$ cat src/hdl/ffsa_pkg.sv
// package: types, constants and codes shared by the segment allocator
`default_nettype none
package ffsa_pkg;
    localparam int MAX_SEGMENTS = 32;
    localparam int ADDR_BITS    = 32;
    localparam int IDX_W        = $clog2(MAX_SEGMENTS);
    localparam int CNT_W        = $clog2(MAX_SEGMENTS + 1);
    localparam int HOLE_W       = 6;
    localparam logic [31:0] POOL_RESET  = 32'd65536;
    localparam logic [15:0] SLACK_RESET = 16'd64;
    localparam logic [31:0] ADDR_MASK   = (ADDR_BITS >= 32) ? 32'hFFFF_FFFF :
        32'((64'd1 << ADDR_BITS) - 64'd1);

    typedef enum logic [1:0] {
        ACT_ALLOC   = 2'd0,
        ACT_FREE    = 2'd1,
        ACT_COMPACT = 2'd2,
        ACT_CLEAR   = 2'd3
    } action_t;

    typedef enum logic [1:0] {
        ST_OK      = 2'd0,
        ST_NOSPACE = 2'd1,
        ST_NOSEG   = 2'd2
    } status_t;

    localparam logic KIND_FINAL = 1'b0;
    localparam logic KIND_MOVE  = 1'b1;

    localparam logic [0:0] REG_POOL  = 1'd0;
    localparam logic [0:0] REG_SLACK = 1'd1;

    typedef enum logic [4:0] {
        S_IDLE,
        S_FIT,
        S_SPLIT,
        S_GRANT,
        S_FIND,
        S_MERGE,
        S_CMP,
        S_CMP_TAIL,
        S_CMP_DONE,
        S_STATS,
        S_OUT,
        S_MOVE_OUT
    } state_t;

    typedef enum logic [3:0] {
        CMD_NONE,
        CMD_LOAD,
        CMD_INIT,
        CMD_FIT_STEP,
        CMD_SPLIT,
        CMD_GRANT,
        CMD_FIND_STEP,
        CMD_FREE_MARK,
        CMD_MERGE_STEP,
        CMD_CMP_START,
        CMD_CMP_STEP,
        CMD_CMP_TAIL,
        CMD_STATS_START,
        CMD_STATS_STEP
    } cmd_t;

    typedef struct packed {
        logic scan_end;
        logic fit_hit;
        logic find_hit;
        logic merge_end;
        logic move_pending;
        logic do_split;
        logic retried;
    } dp_status_t;

    typedef struct packed {
        logic    [0:0]  kind;
        status_t        status;
        logic    [31:0] seg_start;
        logic    [31:0] move_source;
        logic    [31:0] move_length;
        logic    [31:0] bytes_free;
        logic    [31:0] largest_hole;
        logic    [HOLE_W-1:0] hole_count;
        logic           last;
    } result_t;
endpackage
`default_nettype wire

$ cat src/hdl/ffsa_ctrl.sv
// controller: sequencing of scans, splits, merges and compaction
`default_nettype none
module ffsa_ctrl
    import ffsa_pkg::*;
(
    input  wire logic       clk,
    input  wire logic       rst_n,
    input  wire logic       in_valid,
    input  wire logic [1:0] in_action,
    output logic            in_ready,
    input  wire dp_status_t sts,
    input  wire logic       out_free,
    output logic            out_load,
    output logic            out_move,
    output cmd_t            cmd
);
    state_t state_reg, state_next;
    logic [1:0] act_reg, act_next;
    logic stats_prev_reg, stats_prev_next;

    always_ff @(posedge clk or negedge rst_n)
    begin
        if (!rst_n)
        begin
            state_reg <= S_IDLE;
            act_reg   <= ACT_ALLOC;
            stats_prev_reg <= 1'b0;
        end
        else
        begin
            state_reg <= state_next;
            act_reg   <= act_next;
            stats_prev_reg <= stats_prev_next;
        end
    end

    always_comb
    begin
        state_next = state_reg;
        act_next   = act_reg;
        stats_prev_next = 1'b0;
        cmd        = CMD_NONE;
        in_ready   = 1'b0;
        out_load   = 1'b0;
        out_move   = 1'b0;
        unique case (state_reg)
            S_IDLE:
            begin
                in_ready = 1'b1;
                if (in_valid)
                begin
                    cmd = CMD_LOAD;
                    act_next = in_action;
                    case (in_action)
                        ACT_ALLOC:   state_next = S_FIT;
                        ACT_FREE:    state_next = S_FIND;
                        ACT_COMPACT: state_next = S_CMP;
                        default:     state_next = S_STATS;
                    endcase
                end
            end
            S_FIT:
            begin
                cmd = CMD_FIT_STEP;
                if (sts.fit_hit)
                    state_next = sts.do_split ? S_SPLIT : S_GRANT;
                else if (sts.scan_end)
                    state_next = sts.retried ? S_STATS : S_CMP;
            end
            S_SPLIT:
            begin
                cmd = CMD_SPLIT;
                state_next = S_GRANT;
            end
            S_GRANT:
            begin
                cmd = CMD_GRANT;
                state_next = S_STATS;
            end
            S_FIND:
            begin
                cmd = CMD_FIND_STEP;
                if (sts.find_hit)
                    state_next = S_MERGE;
                else if (sts.scan_end)
                    state_next = S_STATS;
            end
            S_MERGE:
            begin
                if (!stats_prev_reg)
                begin
                    cmd = CMD_FREE_MARK;
                    stats_prev_next = 1'b1;
                end
                else if (sts.merge_end)
                    state_next = S_STATS;
                else
                begin
                    cmd = CMD_MERGE_STEP;
                    stats_prev_next = 1'b1;
                end
            end
            S_CMP:
            begin
                if (!stats_prev_reg)
                begin
                    cmd = CMD_CMP_START;
                    stats_prev_next = 1'b1;
                end
                else
                begin
                    stats_prev_next = 1'b1;
                    if (sts.scan_end)
                        state_next = S_CMP_TAIL;
                    else
                    begin
                        cmd = CMD_CMP_STEP;
                        state_next = S_MOVE_OUT;
                    end
                end
            end
            S_MOVE_OUT:
            begin
                stats_prev_next = 1'b1;
                if (!sts.move_pending)
                    state_next = S_CMP;
                else if (out_free)
                begin
                    out_move = 1'b1;
                    state_next = S_CMP;
                end
                else
                    state_next = S_MOVE_OUT;
            end
            S_CMP_TAIL:
            begin
                cmd = CMD_CMP_TAIL;
                state_next = S_CMP_DONE;
            end
            S_CMP_DONE:
            begin
                state_next = (act_reg == ACT_ALLOC) ? S_FIT : S_STATS;
            end
            S_STATS:
            begin
                if (!stats_prev_reg)
                begin
                    if (act_reg == ACT_CLEAR)
                        cmd = CMD_INIT;
                    stats_prev_next = 1'b1;
                end
                else
                begin
                    if (act_reg == ACT_CLEAR || sts.scan_end)
                    begin
                    end
                    cmd = CMD_STATS_START;
                    state_next = S_OUT;
                end
            end
            S_OUT:
            begin
                if (!sts.scan_end)
                    cmd = CMD_STATS_STEP;
                else if (out_free)
                begin
                    out_load = 1'b1;
                    state_next = S_IDLE;
                end
            end
            default: state_next = S_IDLE;
        endcase
    end
endmodule
`default_nettype wire

$ cat config.mk
export PLATFORM = sky130hd
export DESIGN_NAME = ffsa_ctrl
export DESIGN_NICKNAME = d
export VERILOG_FILES = /design/src/hdl/ffsa_pkg.sv /design/src/hdl/ffsa_ctrl.sv
export SDC_FILE = /design/constraint.sdc
export NUM_CORES = 1
export LEC_CHECK = 0
export ABC_AREA = 1
export BUFFER_PORTS_ARGS = -buffer_cell sky130_fd_sc_hd__buf_2
export CORE_UTILIZATION = 55
export DETAILED_ROUTE_END_ITERATION = 10
export PLACE_DENSITY = 0.84
export SYNTH_ARGS = -nofsm -noshare
export SYNTH_HDL_FRONTEND = slang
export SYNTH_SLANG_ARGS = --single-unit
$ cat constraint.sdc
create_clock -name clk -period 3.85 [get_ports clk]
set_input_delay 0.77 -clock clk [delete_from_list [all_inputs] [get_ports clk]]
set_output_delay 0.77 -clock clk [all_outputs]
set_load 0.05 [all_outputs]
# Yosys cells after proc, flatten, opt, wreduce, memory -nomap -nowiden
# Cells that the tools add are included.
# op_classes
n_eq_ne	23
mux	38
n_reduce_logical	6
# ops
operator	count
5-bit case mux with 12 select lines	1
5-bit 2-to-1 mux	11
4-bit 2-to-1 mux	11
4-bit case mux with 10 select lines	1
5-bit by 3-bit == test with 1-bit output (second input constant)	4
5-bit by 4-bit == test with 1-bit output (second input constant)	4
2-bit != test (second input constant)	7
4-bit case mux with 3 select lines	1
1-bit 2-to-1 mux	11
5-bit by 2-bit == test with 1-bit output (second input constant)	2
9-bit AND reduction	1
3-bit != test (second input constant)	2
5-bit by 1-bit == test with 1-bit output (second input constant)	1
5-bit zero test	1
2-bit == test (second input constant)	2
2-bit zero test	2
1-bit case mux with 3 select lines	1
2-bit by 1-bit == test with 1-bit output (second input constant)	1
2-bit 2-to-1 mux	1
2-bit AND reduction	1
2-bit OR reduction	1
# totals
register_bits	8
inputBits	13
output_inout_bits	7
elab_cells	70

# Logic depth before layout (Yosys ltp)
# logic_depth
word_depth	4
mapped_depth	9

# Worst setup path before layout
# OpenSTA, ideal clock, no wires.
# synth_timing
path_type	in2out
startpoint	input port sts[3] (netlist bit)
endpoint	output port cmd[3]
t_arrival_ps	2023
required_ps	3080
path_slack_ps	1057
path_stages	1
path_buffers	0
cell_sequence	o311ai_1
# synth_between
elab_chain_cells	3
# synth_rtl
element	line_no	rtl
from (decl)	ffsa_ctrl.sv:11	input wire dp_status_t sts,
4-bit 2-to-1 mux	ffsa_ctrl.sv:95	else if (sts.merge_end)
4-bit 2-to-1 mux	ffsa_ctrl.sv:90	if (!stats_prev_reg)
4-bit case mux with 10 select lines	ffsa_ctrl.sv:46	unique case (state_reg)
to (decl)	ffsa_ctrl.sv:15	output cmd_t cmd
# Every way passes these cells.

# Worst setup path in the final report
# layout_timing
startpoint	register state_reg[3]
endpoint	output port cmd[3]
# layout_between
elab_chain_cells	2
# layout_rtl
element	line_no	rtl
from (decl)	ffsa_ctrl.sv:17	state_t state_reg, state_next;
from (signal assigned)	ffsa_ctrl.sv:31	state_reg <= state_next;
5-bit by 4-bit == test with 1-bit output, or another cell as far along	ffsa_ctrl.sv:46	
4-bit case mux with 10 select lines (*)	ffsa_ctrl.sv:46	
# Every way passes the cells marked *; elsewhere a longest branch is shown, timed or not.

==> summary.txt <==
STA
  • Hold Vio Cnt, Final: 0
  • Final period util: 68.2%
  • Slew Limit Fails: 0
  • RSZ-0062 raised after global routing: false
  • Final hold slack: 0.311 ns
  • FMAX: 381 MHz
  • Worst rel slew slack: 72.7%
  • Final setup violation count: 0
  • Min cycle time layout: 2.63 ns
  • Worst Skew: 0.00877 ns
  • Slew @ Worst Pin: 0.410 ns
  • Setup Total Neg Slack: 0 ns
  • Final worst setup slack: 1.22 ns

Setup path
  • Worst Path Max Fanout: 8
  • Worst path required time: 3.08 ns
  • CP Launch Type: flop
  • CP arrival: 1.86 ns
  • Setup crit end kind: output pin
  • WS Path Type: reg2out

CTS
  • CTS tree: yes
  • TritonCTS Buffers: 3
  • Max clock buf depth: 2
  • Root buffer cell: clkbuf_4
  • CTS resizes: 0
  • Clk slew on worst S/H paths: 0.06 ns
  • Post-CTS setup buffers: 0
  • H-tree levels: 1
  • Worst skew pair latency: 0.27 ns
  • Hold_buf cts: 0
  • Clock Sinks: 7

Logic synthesis
  • Post-Syn Area: 851 um2
  • Leading area contributor after synthesis: dfrtp_1
  • Mux share of post-synthesis cell area: 0%
  • Syn nets: 160
  • Largest cells by area after synthesis: dfrtp_1 21%, nand2_1 19%, nand3_1 11%
  • Most common cell in the synthesized netlist: nand2_1
  • Yosys cell types: 21
  • Main synth FF type: dfrtp_1
  • Sequential share of the synthesized area: 20.6%
  • Synth Area in Compound Gates: 9.41%
  • Cells after Synth: 144
  • XOR/XNOR Fraction of Synth Area: 0%
  • Main combinational cell family by area after synthesis: simple AND/OR/NAND/NOR gates
  • Yosys warns: 0
  • Synth cell count leaders: 44 x nand2_1, 21 x nor2_1, 18 x nand3_1
  • Async SR Flop Fraction: 100%
  • Synth Area in Simple Gates: 57.2%
  • Adder-cell area share of the yosys netlist: 4.41%
  • Synth Register Bits: 7
  • Avg Inst Size Synth: 5.91 um2
  • Post-synth EDFFs: 0
  • Synth top area share: 20.6%

Die
  • Cell row count: 13
  • DIE HEIGHT: 41.3 um
  • Die X: 41.3 um
  • Placeable core area: 1370 um2
  • Initial Util: 62.3%
  • DIE AREA: 1710 um2
  • IO Pins: 20

Detailed routing
  • Routed via count: 1029
  • WL per Instance: 12.0 um
  • Detail Route Antenna Nets: 0
  • Residual DRC: 0
  • Drt total wl: 2180 um
  • Via density per instance: 5.65
  • Drt initial violations: 62
  • DRT Pass-1 Iters: 4

Placed design
  • Placed cell count: 178
  • Final GP Congestion: 0.942
  • Hpwl dp: 1690 um
  • Post-place setup slack: 1.37 ns
  • Port bufs: 19

Power and ir drop
  • Power per Cell Area: 865 nW/um2
  • VDD IR max: 0.586 mV
  • P_leak: 0.000589 uW

Hold path
  • Worst Hold Class: in2async

Finish
  • Max reg flops: 4
  • Share of cells above drive strength 1: 24.6%
  • ANT cells: 0
  • Non-filler cells, final: 182
  • Filler instances: 132
  • Fin nets: 184
  • Area Growth Syn to Fin: 16.5%

Global routing
  • Met1 Track Usage GR: 36.9%
  • Largest net degree at the start of global routing: 11
  • Total grt overflow: 0
  • GRT Overall Usage: 29.4%
  • Vias in the first global route: 765
  • Antenna violations before repair: 0
  • Global routing's busiest layer: met2
  • Met2 usage: 49.6%
  • First-pass GRT wire length: 3210 um
  • Met3 Use GR: 7.98%

Run status
  • Status: completed

Run
  • Max-Cap Viols: 0
==> final timing paths <==
path / startpoint / slack, ns / cells past startpoint / end
worst max-delay path: state_reg[3]$_DFFE_PN0P_ / 1.22 / 7 / cmd[3]
worst min-delay path: rst_n / 0.31 / 1 / state_reg[2]$_DFFE_PN0P_
worst max register to register: state_reg[2]$_DFFE_PN0P_ / 2.34 / 6 / state_reg[1]$_DFFE_PN0P_
worst min register to register: state_reg[1]$_DFFE_PN0P_ / 0.58 / 2 / state_reg[1]$_DFFE_PN0P_
max in group asynchronous: rst_n / 3.38 / 1 / act_reg[0]$_DFFE_PN0P_
min in group clk: state_reg[1]$_DFFE_PN0P_ / 0.58 / 2 / state_reg[1]$_DFFE_PN0P_
==> cells by family after synthesis <==
family | after synthesis
and+or+nand+nor | 102
buffers and inverters | 19
adders and majority gates | 3
AOI/OAI and AO/OA | 13
DFF | 7
==> cells in the final DEF (no fill, tap or decap) <==
cell type,instances
nand2_1,44
nor2_1,21
buf_2,19
nand3_1,18
inv_1,16
o21ai_0,7
dfrtp_1,7
nor2_2,5
nand3_2,4
inv_2,3
nor2_4,3
ha_1,3
clkbuf_4,3
o2111ai_1,2
nand2_2,2
nand4_1,2
o311ai_1,1
a21oi_1,1
or3_1,1
nor3_1,1
o21ai_2,1
nand2_4,1
o21ai_1,1
clkbuf_1,1
==> layer usage <==
| metal | routed length [um] | part of all wire, % |
|---|---|---|
| met1 | 982 | 45 |
| met5 | 0 | 0 |
| met4 | 16 | 0.73 |
| met2 | 975 | 45 |
| met3 | 210 | 9.6 |
==> power by group <==
part           total (uW)  internal, uW  leakage (uW)  switching [uW]
Sequential            153           109     0.0000884            44.3
Clock                73.8          40.0     0.0000150            33.8
Combinational         631           177      0.000486             454
Total                 857           325      0.000589             532
==> through the flow <==
stage               util [%]  total power (uW)  instance area (um2)
finish                  72.5               857                  991
detailed placement      70.6               776                  965
global route            72.5               926                  991
global placement        70.6               772                  965
floorplan                  -               645                  851
CTS                     72.5               851                  991
==> cell type report <==
class	instances	area [um2]	share of cell area [%]
inverter	19	71.3	7.20
sequential	7	175	17.7
tap	15	18.8	1.89
multi-input combinational	118	604	61.0
timing repair buffer	19	95.1	9.60
clock buffer	4	26.3	2.65
==> worst max-delay path, cell delays in order, from the launching register on <==
cell and delay (ns):
dfrtp_1 0.48, inv_2 0.09, nor2_4 0.22, nand2_1 0.10, o21ai_0 0.23, nor2_1 0.08, o311ai_1 0.07, buf_2 0.30
Power figures use the tool's default switching activity.
